<file path="config.mk">
export PLATFORM = sky130hd
export DESIGN_NAME = button_debounce_long_press
export DESIGN_NICKNAME = d
export VERILOG_FILES = /design/src/hw/rtl/bdlp_pkg.sv /design/src/hw/rtl/bdlp_lane.sv /design/src/hw/rtl/bdlp_emitter.sv /design/src/hw/rtl/button_debounce_long_press.sv
export SDC_FILE = /design/constraint.sdc
export NUM_CORES = 1
export LEC_CHECK = 0
export BUFFER_PORTS_ARGS = -buffer_cell sky130_fd_sc_hd__buf_4
export CORE_ASPECT_RATIO = 1.5
export CORE_MARGIN = 5
export CORE_UTILIZATION = 40
export CTS_CLUSTER_SIZE = 8
export DETAILED_ROUTE_END_ITERATION = 16
export PLACE_DENSITY = 0.53
export SYNTH_ARGS = -nofsm -noshare
export SYNTH_HDL_FRONTEND = slang
export SYNTH_SLANG_ARGS = --single-unit
</file>
<file path="constraint.sdc">
create_clock -name clk -period 12.5 [get_ports clk]
set_clock_uncertainty 0.15 [all_clocks]
set_input_delay 0 -clock clk [delete_from_list [all_inputs] [get_ports clk]]
set_output_delay 0 -clock clk [all_outputs]
set_load 0.05 [all_outputs]
</file>
<file path="src/hw/rtl/bdlp_pkg.sv">
// Shared types and constants for the button debouncer with long-press detection.
// No dependencies; imported by every module of the block.
`timescale 1ns / 1ps

package bdlp_pkg;

  // event codes on the result stream
  typedef enum logic [1:0] {
    KIND_PRESS   = 2'd0,
    KIND_RELEASE = 2'd1,
    KIND_LONG    = 2'd2
  } kind_t;

  // configuration register map
  localparam int CFG_INDEX_W = 1;
  localparam int CFG_DATA_W  = 27;

  localparam logic [CFG_INDEX_W-1:0] REG_DEBOUNCE   = 1'd0;
  localparam logic [CFG_INDEX_W-1:0] REG_LONG_PRESS = 1'd1;

  localparam int DEBOUNCE_W   = 24;
  localparam int LONG_PRESS_W = 27;

  localparam logic [DEBOUNCE_W-1:0]   DEBOUNCE_RESET   = 24'd50000;
  localparam logic [LONG_PRESS_W-1:0] LONG_PRESS_RESET = 27'd1000000;

  // events one button raises for one sample
  typedef struct packed {
    logic edge_hit;    // stable level changed
    logic edge_press;  // the change was a press
    logic long_hit;    // long-press threshold reached
  } lane_evt_t;

endpackage

</file>
<file path="src/hw/rtl/bdlp_lane.sv">
// Per-button debounce and long-press lane: holds the button state and
// decides its events for the current sample. Depends on bdlp_pkg.
`timescale 1ns / 1ps

module bdlp_lane import bdlp_pkg::*; #(
  parameter int STAMP_BITS = 48
) (
  input  logic                    clk,
  input  logic                    rst,
  input  logic                    step,
  input  logic                    lvl,
  input  logic                    vld,
  input  logic [STAMP_BITS-1:0]   now,
  input  logic [DEBOUNCE_W-1:0]   debounce,
  input  logic [LONG_PRESS_W-1:0] long_hold,
  output lane_evt_t               evt
);

  logic                  raw;
  logic                  stable;
  logic                  long_done;
  logic [STAMP_BITS-1:0] change_stamp;
  logic [STAMP_BITS-1:0] press_stamp;

  logic                  moved;
  logic                  settled;
  logic                  held;
  logic                  stable_next;
  logic [STAMP_BITS-1:0] since_change;
  logic [STAMP_BITS-1:0] since_press;

  // both elapsed times in parallel; a fresh stamp means zero elapsed
  always_comb begin
    moved        = vld && (lvl != raw);
    since_change = now - change_stamp;
    since_press  = now - press_stamp;
    settled      = moved ? (debounce == '0)
                         : (since_change >= STAMP_BITS'(debounce));
    evt.edge_hit   = vld && settled && (lvl != stable);
    evt.edge_press = evt.edge_hit && lvl;
    stable_next    = evt.edge_hit ? lvl : stable;
    held           = evt.edge_press ? (long_hold == '0)
                                    : (since_press >= STAMP_BITS'(long_hold));
    evt.long_hit   = vld && stable_next && (evt.edge_press || !long_done) && held;
  end

  // state update once the sample is taken
  always_ff @(posedge clk) begin
    if (rst) begin
      raw          <= 1'b0;
      stable       <= 1'b0;
      long_done    <= 1'b0;
      change_stamp <= '0;
      press_stamp  <= '0;
    end else if (step) begin
      if (moved) begin
        raw          <= lvl;
        change_stamp <= now;
      end
      if (evt.edge_hit) begin
        stable <= lvl;
      end
      if (evt.edge_press) begin
        press_stamp <= now;
      end
      if (evt.long_hit) begin
        long_done <= 1'b1;
      end else if (evt.edge_press) begin
        long_done <= 1'b0;
      end
    end
  end

endmodule

</file>
<file path="src/hw/rtl/bdlp_emitter.sv">
// Event serializer: holds the events of one sample and sends them through
// the output register one per cycle unless m_tready stalls it, in button
// order, press before long press. Depends on bdlp_pkg.
`timescale 1ns / 1ps

module bdlp_emitter import bdlp_pkg::*; #(
  parameter int  NUM_BUTTONS = 2,
  localparam int IDX_W       = (NUM_BUTTONS > 1) ? $clog2(NUM_BUTTONS) : 1
) (
  input  logic              clk,
  input  logic              rst,
  input  logic              load,
  input  lane_evt_t         evts [NUM_BUTTONS],
  output logic              idle,
  output logic              m_tvalid,
  input  logic              m_tready,
  output logic [IDX_W-1:0]  m_index,
  output kind_t             m_kind,
  output logic              m_last
);

  localparam int SLOTS = 2 * NUM_BUTTONS;
  localparam int SEL_W = $clog2(SLOTS);

  // slot 2*i is the edge event of button i, slot 2*i+1 its long press
  logic [SLOTS-1:0]       pending;
  logic [NUM_BUTTONS-1:0] press;
  logic [SLOTS-1:0]       sel;
  logic [SEL_W-1:0]       sel_j;
  logic [SLOTS-1:0]       mask_in;
  logic [NUM_BUTTONS-1:0] press_in;
  logic [IDX_W-1:0]       sel_btn;
  logic                   found;
  logic                   pick;

  // flatten lane events into slots
  always_comb begin
    for (int i = 0; i < NUM_BUTTONS; i++) begin
      mask_in[2*i]   = evts[i].edge_hit;
      mask_in[2*i+1] = evts[i].long_hit;
      press_in[i]    = evts[i].edge_press;
    end
  end

  // lowest pending slot goes first
  always_comb begin
    sel   = '0;
    sel_j = '0;
    found = 1'b0;
    for (int j = 0; j < SLOTS; j++) begin
      if (pending[j] && !found) begin
        sel[j] = 1'b1;
        sel_j  = SEL_W'(j);
        found  = 1'b1;
      end
    end
    sel_btn = IDX_W'(sel_j >> 1);
  end

  assign idle = (pending == '0);
  assign pick = (!m_tvalid || m_tready) && !idle;

  // pending slots and output valid
  always_ff @(posedge clk) begin
    if (rst) begin
      pending  <= '0;
      m_tvalid <= 1'b0;
    end else begin
      if (load) begin
        pending <= mask_in;
      end else if (pick) begin
        pending <= pending & ~sel;
      end
      if (pick) begin
        m_tvalid <= 1'b1;
      end else if (m_tready) begin
        m_tvalid <= 1'b0;
      end
    end
  end

  // payload registers
  always_ff @(posedge clk) begin
    if (load) begin
      press <= press_in;
    end
    if (pick) begin
      m_index <= sel_btn;
      m_last  <= ((pending & ~sel) == '0);
      if (sel_j[0]) begin
        m_kind <= KIND_LONG;
      end else if (press[sel_btn]) begin
        m_kind <= KIND_PRESS;
      end else begin
        m_kind <= KIND_RELEASE;
      end
    end
  end

  // a new sample only lands on an empty queue
  a_load_empty: assert property (@(posedge clk) disable iff (rst)
    load |-> (pending == '0))
    else $error("event queue overwritten");

  // a non-final event in the output means more are queued
  a_more_pending: assert property (@(posedge clk) disable iff (rst)
    (m_tvalid && !m_last) |-> (pending != '0))
    else $error("event marked not last with nothing queued");

  // each send removes exactly one queued event
  a_one_removed: assert property (@(posedge clk) disable iff (rst)
    pick |=> ($countones(pending) == $countones($past(pending)) - 1))
    else $error("send did not retire exactly one event");

endmodule

</file>
<file path="src/hw/rtl/button_debounce_long_press.sv">
// Button debouncer with long-press detection. Each input transaction is one
// sample (timestamp in microseconds, pressed levels, read-valid mask); the block
// answers with zero to 2*NUM_BUTTONS event transactions (press, release, long
// press), tlast on the last event of the sample. A sample is registered on
// entry and evaluated for all buttons together once the previous sample's
// events have left the event queue; its events then leave one per cycle
// while the output is not stalled, and samples without events flow at one
// per cycle. The event queue, which loads one sample and then drains one
// event per cycle while the output is ready, sets the rate.
// Timestamps subtract modulo 2^STAMP_BITS; reset clears all button state and
// loads the default hold times. Depends on bdlp_pkg, bdlp_lane and
// bdlp_emitter.
`timescale 1ns / 1ps

module button_debounce_long_press import bdlp_pkg::*; #(
  parameter int  NUM_BUTTONS = 2,
  parameter int  STAMP_BITS  = 48,
  localparam int IDX_W       = (NUM_BUTTONS > 1) ? $clog2(NUM_BUTTONS) : 1,
  localparam int IN_W        = ((STAMP_BITS + 2 * NUM_BUTTONS + 7) / 8) * 8,
  localparam int OUT_W       = ((IDX_W + 7) / 8) * 8
) (
  input  logic                    clk,
  input  logic                    rst,
  // input samples
  input  logic                    s_axis_tvalid,
  output logic                    s_axis_tready,
  // tdata: now_us, button_levels, button_valid (lowest bit first), zero padded
  input  logic [IN_W-1:0]         s_axis_tdata,
  // events
  output logic                    m_axis_tvalid,
  input  logic                    m_axis_tready,
  // tdata: button_index, zero padded
  output logic [OUT_W-1:0]        m_axis_tdata,
  // tuser: event_kind
  output logic [1:0]              m_axis_tuser,
  output logic                    m_axis_tlast,
  // configuration writes
  input  logic                    cfg_we,
  input  logic [CFG_INDEX_W-1:0]  cfg_index,
  input  logic [CFG_DATA_W-1:0]   cfg_data
);

  logic [DEBOUNCE_W-1:0]   debounce;
  logic [LONG_PRESS_W-1:0] long_hold;

  logic                    in_full;
  logic [STAMP_BITS-1:0]   in_now;
  logic [NUM_BUTTONS-1:0]  in_levels;
  logic [NUM_BUTTONS-1:0]  in_mask;

  logic                    queue_idle;
  logic                    step;
  lane_evt_t               evts [NUM_BUTTONS];
  logic [IDX_W-1:0]        ev_index;
  kind_t                   ev_kind;

  // configuration registers
  always_ff @(posedge clk) begin
    if (rst) begin
      debounce  <= DEBOUNCE_RESET;
      long_hold <= LONG_PRESS_RESET;
    end else if (cfg_we) begin
      case (cfg_index)
        REG_DEBOUNCE:   debounce  <= cfg_data[DEBOUNCE_W-1:0];
        REG_LONG_PRESS: long_hold <= cfg_data[LONG_PRESS_W-1:0];
        default: ;
      endcase
    end
  end

  // input register, evaluated when the event queue is empty
  assign step          = in_full && queue_idle;
  assign s_axis_tready = !in_full || queue_idle;

  always_ff @(posedge clk) begin
    if (rst) begin
      in_full <= 1'b0;
    end else if (s_axis_tready) begin
      in_full <= s_axis_tvalid;
    end
  end

  always_ff @(posedge clk) begin
    if (s_axis_tvalid && s_axis_tready) begin
      in_now    <= s_axis_tdata[STAMP_BITS-1:0];
      in_levels <= s_axis_tdata[STAMP_BITS +: NUM_BUTTONS];
      in_mask   <= s_axis_tdata[STAMP_BITS + NUM_BUTTONS +: NUM_BUTTONS];
    end
  end

  // one lane per button
  for (genvar i = 0; i < NUM_BUTTONS; i++) begin : g_lane
    bdlp_lane #(
      .STAMP_BITS (STAMP_BITS)
    ) u_lane (
      .clk        (clk),
      .rst        (rst),
      .step       (step),
      .lvl        (in_levels[i]),
      .vld        (in_mask[i]),
      .now        (in_now),
      .debounce   (debounce),
      .long_hold  (long_hold),
      .evt        (evts[i])
    );
  end

  // event queue and output register
  bdlp_emitter #(
    .NUM_BUTTONS (NUM_BUTTONS)
  ) u_emitter (
    .clk      (clk),
    .rst      (rst),
    .load     (step),
    .evts     (evts),
    .idle     (queue_idle),
    .m_tvalid (m_axis_tvalid),
    .m_tready (m_axis_tready),
    .m_index  (ev_index),
    .m_kind   (ev_kind),
    .m_last   (m_axis_tlast)
  );

  assign m_axis_tdata = OUT_W'(ev_index);
  assign m_axis_tuser = ev_kind;

endmodule
</file>
Yosys cells after proc, flatten, opt, wreduce, memory -nomap -nowiden:

Cells that the tools add are included.

* bitwise logic cells: 3
* reductions and logical operators: 48
* equality and inequality tests: 4
* muxes and demuxes: 26
* $lt $le $gt $ge: 5
* $add $sub $neg: 4

Operator list (count)
* subtractor 48 bit: 4
* greater-or-equal comparator 48 x 24 -> 1 bit: 2
* greater-or-equal comparator 48 x 27 -> 1 bit: 2
* logical NOT 27 bit: 1
* logical NOT 24 bit: 1
* two-way mux 1 bit: 22
* logical AND 1 bit: 20
* AND reduction 2 bit: 8
* logical NOT 1 bit: 8
* logical NOT 4 bit: 2
* two-way mux 4 bit: 2
* nonzero test 2 bit: 4
* bitwise AND 4 bit: 1
* logical OR 1 bit: 4
* two-way mux 2 bit: 2
* != test 1 bit: 4
* NOT 4 bit: 1
* less-than comparator 1 x 2 -> 1 bit (second input constant): 1
* NOT 1 bit: 1

* register bits after elaboration: 313
* output and inout bits: 13
* logic and storage cells: 112
* input bits: 89

Depth between registers and ports, before layout:

Gate-level depths: netlist of run 1.

* word-level depth: 14
* depth in mapped cells: 27
* mapped depth without buffers: 27

By module:

Synthesis of run 1 repeated with hierarchy kept, for this count alone.

* cells, all modules: 3608
* area, all modules: 27525.1 sq um

Modules (own cells, without submodules)
* bdlp_lane at g_lane[0].u_lane: instances 1, cells an instance 1700, area an instance 11923.9 sq um, seq. area each 1981.9 sq um
* bdlp_lane at g_lane[1].u_lane: instances 1, cells an instance 1592, area an instance 11339.6 sq um, seq. area each 1981.9 sq um
* button_debounce_long_press: instances 1, cells an instance 271, area an instance 3784.9 sq um, seq. area each 2602.5 sq um
* bdlp_emitter: instances 1, cells an instance 45, area an instance 476.7 sq um, seq. area each 280.3 sq um

Worst setup path after synthesis of run 1:

No wires, ideal clock.

* path type: register -> register
* start point: register in_now[0]
* end point: register g_lane[1].u_lane.press_stamp[38]
* arrival: 4.994 ns
* slack: 7.229 ns
* data required time: 12.222 ns
* clock period less this slack: 5.271 ns
* stages on the path, launching flop included: 28
* cells stage by stage: edfxtp_1 -> inv_1 -> ha_1 -> inv_1 -> fa_1 -> a21oi_1 -> nor2_1 -> o21ai_0 -> and2_1 -> o21bai_1 -> a31oi_1 -> o21ai_0 -> xor2_1 -> ha_1 -> nor2b_1 -> o21ai_0 -> o2111ai_1 -> a2111oi_0 -> o211ai_1 -> nor4_1 -> nand4_1 -> nor4_4 -> or4b_1 -> buf_2 -> buf_6 -> buf_8 -> mux2i_1 -> nor2_1

* cells in the longest elaborated chain, start to end: 7

Ends and longest elaborated chain
* from (decl): RTL line button_debounce_long_press.sv:47 `logic [STAMP_BITS-1:0] in_now;`
* from (signal assigned): RTL line button_debounce_long_press.sv:85 `in_now <= s_axis_tdata[STAMP_BITS-1:0];`
* subtractor 48 bit: RTL line bdlp_lane.sv:35 `since_change = now - change_stamp;`
* greater-or-equal comparator 48 x 24 -> 1 bit: RTL line bdlp_lane.sv:38 `: (since_change >= STAMP_BITS'(debounce));`
* two-way mux 1 bit: RTL line bdlp_lane.sv:37 `settled = moved ? (debounce == '0)`
* logical AND 1 bit (2 in series): RTL line bdlp_lane.sv:39 `evt.edge_hit = vld && settled && (lvl != stable);`
* logical AND 1 bit: RTL line bdlp_lane.sv:40 `evt.edge_press = evt.edge_hit && lvl;`
* AND reduction 2 bit (no source line)
* to (signal assigned): RTL line bdlp_lane.sv:64 `press_stamp <= now;`
* to (decl): RTL line bdlp_lane.sv:23 `logic [STAMP_BITS-1:0] press_stamp;`

No other way between the ends.
A chain may end at the register's enable or synchronous reset.

Worst setup path in the final report of run 1:

* start point: register in_now[0]
* end point: register g_lane[1].u_lane.press_stamp[0]

* cells in the longest elaborated chain, start to end: 7

Ends and longest elaborated chain (RTL line)
* subtractor 48 bit: bdlp_lane.sv:35
* greater-or-equal comparator 48 x 24 -> 1 bit: bdlp_lane.sv:38
* two-way mux 1 bit: bdlp_lane.sv:37
* logical AND 1 bit (2 in series): bdlp_lane.sv:39
* logical AND 1 bit: bdlp_lane.sv:40
* AND reduction 2 bit (no source line)

Parallel ways exist; a longest one is shown, timed or not.

==> impl_results.md, run 1 <==
- H-tree depth: 2
- TritonCTS clock tree: done
- Max_cap viols: 0
- Synth top area cells: dfxtp_1 (20%), ha_1 (14%), a21oi_1 (7.6%)
- TritonCTS Buffers: 46
- Starting density of the core: 40.3%
- Pwr Total: 0.00318 W
- Grt total ovfl: 0
- Worst-case vdd ir drop: 107 uV
- Slew @ Worst Pin: 1260 ps
- CTS clk-pin slew, worst paths: 60 ps
- Startpoint types: register
- Hold_ws: 6.78 ps
- Chip Height: 322 um
- Slew margin rel.: 15.7%
- Antenna violations before repair: 0
- CTS sink cnt: 313
- Fill count: 6430
- #FFs+latches synth: 313
- Via count: 25380
- Worst r2r src: in_now[0]
- Storage element area: 0.00685 mm2
- Setup violators final: 0
- Pins over their slew limit: 0
- DRT Pass-1 Iters: 6
- Total leakage power: 11.7 nW
- Fraction of registers with async set/reset: 0%
- Multi-input gate area: 0.0173 mm2
- Root buf cell: clkbuf_16
- Final hold vios: 0
- Largest net degree at the start of global routing: 102
- GP Congestion: 0.967
- Setup TNS: 0 ps
- Area Overhead vs Synth: 16.8%
- Critical Path End Type: register
- Min-delay src: s_axis_tdata[6]
- Hpwl dp: 77700 um
- Outcome: completed
- Core area: 0.0643 mm2
- Register area share after synthesis: 26.4%
- Crit-path max FO: 49
- Synth cell types: 99
- Post-cts sizing count: 0
- Vias per Instance: 5.62
- Yosys warning count: 0
- CP Data Required Time: 12780 ps
- Arrival @ worst endpoint: 7890 ps
- Final Core Density: 47.1%
- IO Count: 102
- Mean Syn Cell Area: 7.60 um2
- Top-area cell type share of the netlist area: 19.7%
- # DRC: 0
- FP Rows: 114
- Synth area leader: dfxtp_1
- Clock Path Buffers: 3
- Final cycle utilization of the critical path: 60.9%
- 1st-iter DRT viols: 1810
- Cells after DPL: 4280
- HP Class: primary input to register
- DRT Wirelength: 97300 um
- Routed WL per cell: 21.6 um
- Flop2flop setup slack: 4890 ps
- Fin cells: 4515
- Most used flip-flop cell after synthesis: dfxtp_1
- Final worst path period need: 7610 ps
- Worst-Skew Late Latency: 600 ps
- Die Footprint: 0.0702 mm2
- IO Port Bufs: 90
- GRT Util Overall: 26.9%
- Post-DRT Antenna Nets: 0
- Ant. Diodes: 0
- Gate Count Post-Synth: 3416
- Layout cells sized above 1: 6.78%
- EDFF count, synth: 58
- Nets: 3997
- Synth Cell Area: 0.0260 mm2
- Peak Freq: 131 MHz
- Vias in the first global route: 24813
- Setup CP Type: register to register
- Global-route wire length before repair: 147000 um
- Unrepaired setup endpoints after global routing: false
- Die X: 218 um
- Critical path origin: in_now[0]
- P per Cell Area: 105 mW/mm2
## through the flow
stage	instance area, um2	setup WS, ps
global route	30300	4570
global placement	27400	4960
CTS	30300	4840
detailed placement	27400	4910
finish	30300	4890
floorplan	26000	7230
## path summary, 6_finish.rpt
path	endpoint	cells after the start
setup / recovery	g_lane[1].u_lane.press_stamp[0]	24
hold / removal	in_now[6]	2
setup reg to reg	g_lane[1].u_lane.press_stamp[0]	24
hold reg to reg	g_lane[1].u_lane.change_stamp[41]	2
## worst max-delay path: stages (launching register included)
cell and delay [ps]:
edfxtp_1 560, inv_1 360, ha_1 250, inv_1 60, fa_1 410, a21oi_1 190
nor2_1 120, o21ai_0 280, and2_1 240, o21bai_1 150, a31oi_1 270, o21ai_0 160
xor2_1 170, ha_1 290, nor2b_1 130, o21ai_0 260, o2111ai_1 160, a2111oi_0 550
o211ai_1 190, nor4_1 450, nand4_1 250, nor4_4 510, or4b_4 780, mux2i_1 300
nor2_1 70
## metal layers
layer / track usage, % / vias to the layer above / routed length, um
met5: 0 / - / 0
li1: - / 12527 / -
met4: 16.5 / 0 / 7500
met1: 32.1 / 11916 / 39600
met2: 46.3 / 727 / 46100
met3: 2.89 / 210 / 4060
## report_power, final
part | total, W | switching, W | leakage, nW | internal [W]
clock network | 0.00118 | 0.000487 | 0.635 | 0.000698
registers | 0.00109 | 0.0000272 | 2.63 | 0.00106
logic | 0.000905 | 0.000554 | 8.39 | 0.000350
total | 0.00318 | 0.00107 | 11.7 | 0.00211
## cell families (layout without fill, tap and decap cells)
group,count (synthesis),after routing,synth area share (%)
AOI/OAI and AO/OA,945,945,22.5
xor gates and xnor gates,136,136,4.59
adders and majority gates,295,295,14.3
buffers and inverters,445,668,7.12
DFF,313,313,26.4
muxes,119,119,4.62
other,1,7,0.0144
and+or+nand+nor,1162,1162,20.5
## layout make-up
| type | instances | area share (%) |
|---|---|---|
| Multi-Input combinational cell | 2664 | 57.1 |
| Clock buffer | 75 | 4.26 |
| Clock inverter | 4 | 0.136 |
| Tap cell | 870 | 3.59 |
| Inverter | 293 | 3.63 |
| Sequential cell | 313 | 22.6 |
| Timing Repair Buffer | 296 | 8.64 |
## repair_timing
action | 4_1_cts | 5_1_grt
hold buffers | 156 | 0
buffers inserted | 0 | 0
hold endpoints to repair | 166 | 0
## cell usage in the layout (no fill, tap or decap), drive strengths merged, types with 61 or more instances in the layout
master	synthesis	routed
dlygate4sd3	0	156
xnor2	73	73
nor2	266	266
o21ai	173	173
clkbuf	116	76
nand3	71	71
dfxtp	255	255
nand2	512	512
xor2	63	63
inv	292	294
a21o	61	61
nand4	67	67
ha	290	290
mux2i	112	112
buf	35	139
a21oi	396	396
## Yosys cell counts, types with 31 or more instances
cell type and count:
xor2_1 63, o211ai_1 39, xnor2_1 73, o21bai_1 32, nor2_1 266, a211oi_1 31, a21o_1 59, nand3_1 71
inv_1 292, nand4_1 67, mux2i_1 112, o21ai_0 165, clkbuf_1 109, a31oi_1 31, ha_1 290, nor3_1 49
edfxtp_1 58, nor4_1 38, dfxtp_1 255, a21oi_1 395, nand2_1 512
## flip-flops by register name, indices dropped and copies added, names as in the netlist
signal and flops:
debounce 24, g_lane.u_lane.stable 2, in_mask 2, g_lane.u_lane.press_stamp 96, g_lane.u_lane.raw 2, in_full 1, u_emitter.press 2, in_now 48
u_emitter.m_tvalid 1, u_emitter.m_index 1, in_levels 2, long_hold 27, g_lane.u_lane.long_done 2, g_lane.u_lane.change_stamp 96, u_emitter.m_last 1, u_emitter.pending 4
u_emitter.m_kind 2
No activity file was read; power rests on OpenSTA's default activity.
==> run 2: changes to the inputs <==
Settings changed: ABC_AREA set to 1.
Clock period 12.5 ns to 7.7 ns, I/O delays scaled along.
==> run 2 against run 1 <==
  * Clock power increased by 65%
  * Maximum frequency increased by 38%
  * Die area increased by 6.5%
  * Global-route usage increased by 0.78 points
  * First-iteration DRC count decreased by 16%
  * Largest power group is now combinational cells
==> impl_results.md, run 2 <==
- Final worst path period need: 5530 ps
- Peak Freq: 181 MHz
- Vias in the first global route: 29054
- Cells after DPL: 5300
- Final hold vios: 0
- Commonest non-fill, non-tap cell in the layout: nand2_1
- Final worst slack: 2170 ps
- Global-route wire length before repair: 160000 um
- Vias per Instance: 5.24
- Fin cells: 5523
- CTS clk-pin slew, worst paths: 50 ps
- Setup CP Type: register to register
- Chip Height: 332 um
- Register-to-Register Path Depth: 27
- Layout cells sized above 1: 5.43%
- Post-DRT Antenna Nets: 0
- Pre-CTS setup slack: 2260 ps
- Top cells by count, synth: nand2_1 (1042), inv_1 (724), a21oi_1 (515), nor2_1 (397), o21ai_0 (359)
- Critical Path End Type: register
- Worst-Skew Late Latency: 610 ps
- Synth area leader: dfxtp_1
- # DRC: 0
- Unrepaired setup endpoints after global routing: false
- H-tree depth: 2
- Setup TNS: 0 ps
- IO Port Bufs: 90
- CTS sink cnt: 313
- Root buf cell: clkbuf_16
- Fraction of registers with async set/reset: 0%
- Critical path origin: in_now[0]
- Arrival @ worst endpoint: 5890 ps
- Final Core Density: 46.5%
- Worst r2r src: in_now[0]
- Final cycle utilization of the critical path: 71.8%
- DRT Pass-1 Iters: 5
- Crit-path max FO: 95
- Post-cts sizing count: 0
- Gate Count Post-Synth: 4371
- Most frequent cell after synthesis: nand2_1
- TritonCTS clock tree: done
- Most used flip-flop cell after synthesis: dfxtp_1
- Synth top area cells: dfxtp_1 (18%), nand2_1 (14%), ha_1 (13%)
- Routed WL per cell: 19.3 um
- Synth cell types: 57
- EDFF count, synth: 58
- Register area share after synthesis: 24.7%
- Startpoint types: register
- Top Registers: g_lane.u_lane.change_stamp (96), g_lane.u_lane.press_stamp (96), in_now (48)
- 1st-iter DRT viols: 1527
- Core area: 0.0688 mm2
- Via count: 28913
- CP Data Required Time: 8060 ps
- Most frequent cells in the layout: nand2_1 (1042), inv_1 (723), a21oi_1 (515)
- Crit path to: g_lane[1].u_lane.press_stamp[37]
- Worst-case vdd ir drop: 162 uV
- #FFs+latches synth: 313
- Setup violators final: 0
- Clock Path Buffers: 3
- Hpwl dp: 87300 um
- Grt total ovfl: 0
- GP Congestion: 1.02
- Flop2flop setup slack: 2170 ps
- Nets: 4982
- Die Footprint: 0.0747 mm2
- GRT Util Overall: 27.7%
- Top-area cell type share of the netlist area: 18.4%
- Antenna violations before repair: 0
- Hold_ws: 77.1 ps
- Slew @ Worst Pin: 1040 ps
- Slew margin rel.: 30.3%
- Ant. Diodes: 0
- Setup Fix Bufs, Post-CTS: 0
- Die X: 225 um
- Synth Cell Area: 0.0277 mm2
- Hold Buf Count CTS: 151
- Reg-to-reg endpoint: g_lane[1].u_lane.press_stamp[37]
- Largest net degree at the start of global routing: 96
- Area Overhead vs Synth: 15.6%
- Max_cap viols: 0
- Outcome: completed
- Yosys warning count: 0
- Total leakage power: 14.6 nW
- HP Class: primary input to register
- FP Rows: 118
- Pins over their slew limit: 0
- P per Cell Area: 186 mW/mm2
- IO Count: 102
- Min-delay src: cfg_data[16]
- Fill count: 7539
- DRT Wirelength: 107000 um
- Starting density of the core: 40.3%
- Mean Syn Cell Area: 6.34 um2
- TritonCTS Buffers: 46
## run 2: logic make-up (layout without fill, tap and decap cells)
| group | Yosys count | count (layout) | share of synthesized area, % |
|---|---|---|---|
| compound gates | 996 | 996 | 19.0 |
| xor+xnor | 105 | 105 | 3.32 |
| buf+inv | 831 | 1077 | 11.8 |
| simple gates | 1831 | 1831 | 27.7 |
| fa+ha+maj | 294 | 294 | 13.4 |
| flops | 313 | 313 | 24.7 |
| other cells | 1 | 7 | 0.0135 |
## run 2: per-layer routing
layer | share of wire, % | up-vias | global-route usage, %
met4 | 8.2 | 0 | 18.5
met3 | 3.1 | 338 | 2.56
met2 | 52 | 654 | 52.5
met1 | 37 | 13217 | 28.3
met5 | 0 | - | 0
li1 | - | 14704 | -
## run 2: area by class of cell
class                   instances  area [um2]  area share, %
multi-input cells            3233       17600           55.0
well taps                     900        1130           3.52
inverters                     746        2810           8.76
clock inverters                 4        73.8          0.231
flip-flops and latches        313        6850           21.4
repair buffers                259        2320           7.25
clock buffers                  68        1230           3.85
## run 2: critical path, cell delays in order, from the launching register on
cell,delay [ps]
edfxtp_1,410
inv_1,270
ha_1,210
inv_1,60
fa_1,400
nand3_1,160
nor2_1,80
nand2_1,60
nand3b_1,270
nand2_1,150
nand2_1,160
xor2_1,190
ha_1,270
nand2_1,70
o21ai_0,90
nand2_1,70
o2111ai_1,170
a21oi_1,210
nand2_1,90
nor2_1,150
nand3_1,100
nor2_1,120
nand3_2,220
nand2_2,180
nor2_4,70
nand2_4,630
o21ai_0,150
a21oi_1,160
## run 2: per-stage QoR
step / power (W) / instance area [um2]
2_1_floorplan: 0.00334 / 27700
5_1_grt: 0.00636 / 32000
3_5_place_dp: 0.00398 / 29200
6_report: 0.00597 / 32000
3_3_place_gp: 0.00396 / 29200
4_1_cts: 0.00602 / 32000
## run 2: power by group
| part | switching (W) | leakage (nW) | internal, W |
|---|---|---|---|
| Combinational | 0.00141 | 11.3 | 0.000756 |
| Clock | 0.000817 | 0.624 | 0.00113 |
| Sequential | 0.0000863 | 2.64 | 0.00177 |
## run 2: worst min-delay path by stage
| stage | slack, ps | depth (start not counted) | end |
|---|---|---|---|
| after floorplan | -80 | 1 | g_lane[1].u_lane.press_stamp[47] |
| after CTS | 30 | 4 | long_hold[19] |
| final | 80 | 4 | long_hold[16] |
| after detailed placement | 30 | 1 | in_levels[0] |
| after global routing | 60 | 4 | long_hold[16] |
| after global placement | 30 | 1 | in_now[4] |
==> run 3: changes to the inputs <==
Settings changed: PLACE_DENSITY 0.53 to 0.55.
Clock period 7.7 ns to 4.6 ns, I/O delays scaled along.
==> run 3 against run 2 <==
  * Clock power grew 68%
  * Critical path depth is 2 lower
  * First-iteration DRC count rose by 9.7%
  * Flip-flop and latch count is the same
  * Critical path type unchanged
  * Global-route usage is 1.8 points higher
  * Worst setup slack got worse by 2100 ps
  * Die area did not move
  * Register-to-register slack got worse by 2100 ps
==> impl_results.md, run 3 (synthesis gave the netlist of run 2 again) <==
- Final hold vios: 0
- Chip Height: 332 um
- Final Cell Area: 0.0341 mm2
- Arrival @ worst endpoint: 4840 ps
- TritonCTS clock tree: done
- CTS sink cnt: 313
- Flop2flop setup slack: 110 ps
- TritonCTS Buffers: 46
- Starting density of the core: 40.3%
- Worst-case vdd ir drop: 288 uV
- Fill count: 7383
- GR Util met1: 30.5%
- Critical Path End Type: register
- Worst-Skew Late Latency: 620 ps
- Max_cap viols: 0
- Via count: 29932
- Pins over their slew limit: 0
- DRT Pass-1 Iters: 6
- CTS clk-pin slew, worst paths: 60 ps
- Met2 Use GR: 55.9%
- Nets: 5189
- Antenna violations before repair: 1
- H-tree depth: 2
- HP Class: primary input to register
- Final worst slack: 111 ps
- Startpoint types: register
- Slew margin rel.: 27.6%
- Root buf cell: clkbuf_16
- DRT Wirelength: 116000 um
- Routed WL per cell: 20.2 um
- Grt total ovfl: 0
- GP Congestion: 1.01
- Register-to-Register Path Depth: 25
- Reg-to-reg endpoint: u_emitter.pending[1]
- # DRC: 0
- Vias per Instance: 5.23
- Hold endpoint: long_hold[16]
- Placement Cell Area: 0.0306 mm2
- Commonest non-fill, non-tap cell in the layout: nand2_1
- GRT Util Overall: 29.5%
- Layout cells sized above 1: 11.1%
- Most frequent cells in the layout: nand2_1 (1029), inv_1 (719), a21oi_1 (501)
- Total leakage power: 15.7 nW
- Post-DRT Antenna Nets: 0
- CP Data Required Time: 4950 ps
- Min-delay src: cfg_data[16]
- Slew @ Worst Pin: 1080 ps
- P per Cell Area: 305 mW/mm2
- 1st-iter DRT viols: 1675
- Vias in the first global route: 30024
- Pre-CTS setup slack: -352 ps
- Peak Freq: 223 MHz
- GRT Max-Usage Layer: met2
- Final worst path period need: 4490 ps
- GR met3 Demand/Resource: 2.61%
- Setup CP Type: register to register
- Die X: 225 um
- Setup violators final: 0
- Hold Crit Depth: 4
- Top Registers: g_lane.u_lane.change_stamp (96), g_lane.u_lane.press_stamp (96), in_now (48)
- Largest net degree at the start of global routing: 95
- Clock Path Buffers: 3
- Hpwl dp: 95000 um
- Final cycle utilization of the critical path: 97.6%
- IO Count: 102
- Global-route wire length before repair: 169000 um
- Die Footprint: 0.0747 mm2
- Outcome: completed
- FP Rows: 118
- Area Overhead vs Synth: 23.2%
- IO Port Bufs: 90
- Crit-path max FO: 6
- Worst r2r src: in_now[8]
- Ant. Diodes: 0
- Core area: 0.0688 mm2
==> run 3: per-stage QoR <==
step / utilization [%] / setup TNS [ps] / std cells / power (W) / hold slack (ps)
3_5_place_dp: 44.5 / -704 / 5476 / 0.00693 / 29.5
2_1_floorplan: - / 0 / 4377 / 0.00559 / -80.9
6_report: 49.6 / 0 / 5728 / 0.0104 / 70.8
4_1_cts: 48.7 / 0 / 5703 / 0.0104 / 28.7
3_3_place_gp: 44.5 / -715 / 5476 / 0.00692 / 28.7
5_1_grt: 49.6 / -1440 / 5728 / 0.0110 / 62.4
==> run 3: power by group <==
group | leakage (nW) | switching (W) | internal, W
Sequential | 2.64 | 0.0000978 | 0.00296
Combinational | 12.4 | 0.00258 | 0.00151
Clock | 0.642 | 0.00137 | 0.00190
Total | 15.7 | 0.00404 | 0.00637
==> run 3: what timing repair did <==
| action | CTS | global route |
|---|---|---|
| hold buffers | 149 | 0 |
| gates cloned | 0 | 6 |
| setup buffers | 8 | 19 |
| resized for setup | 14 | 102 |
| pin swaps | 4 | 18 |
| hold endpoints to repair | 189 | 0 |
| setup endpoints to repair | 2 | 102 |
==> run 3: critical path: stages (launching register included) <==
cell       delay [ps]
edfxtp_1          380
buf_4             210
buf_4             160
ha_1              350
nand2_1           160
nor2_2            280
nand4_1           250
nor2_1            260
a21oi_1           120
xnor2_1           130
ha_1              290
nand3_1            90
a31oi_1            90
a2111oi_1         280
nand2_1           180
nand3_2           120
nor2_1             40
nor2_1             80
nand3_1           130
nor2_4            180
buf_4             150
nand2_1            50
nand2_1            70
nor2_2             50
nor2_1             80
nor2_1             50
==> run 3: routing by layer <==
metal  routed length, um  vias to the layer above
met5                   0                        -
met4                9040                        0
met3                3660                      325
met2               60700                      741
met1               42500                    13758
li1                    -                    15108
==> run 3: cell type report <==
class	instances	area (um2)	share of cell area, %
clock buffers	66	1280	3.74
clock inverters	4	38.8	0.114
inverters	746	2810	8.23
multi-input cells	3234	18000	52.6
flip-flops and latches	313	6850	20.1
well taps	900	1130	3.30
repair buffers	465	4080	11.9
==> run 3: worst max path at each step <==
stage | start | end
final | in_now[8] | u_emitter.pending[1]
after CTS | in_now[9] | g_lane[0].u_lane.press_stamp[40]
after detailed placement | in_now[0] | u_emitter.pending[1]
after global routing | in_now[0] | g_lane[1].u_lane.press_stamp[7]
after floorplan | in_now[0] | g_lane[0].u_lane.press_stamp[45]
after global placement | in_now[0] | g_lane[0].u_lane.long_done
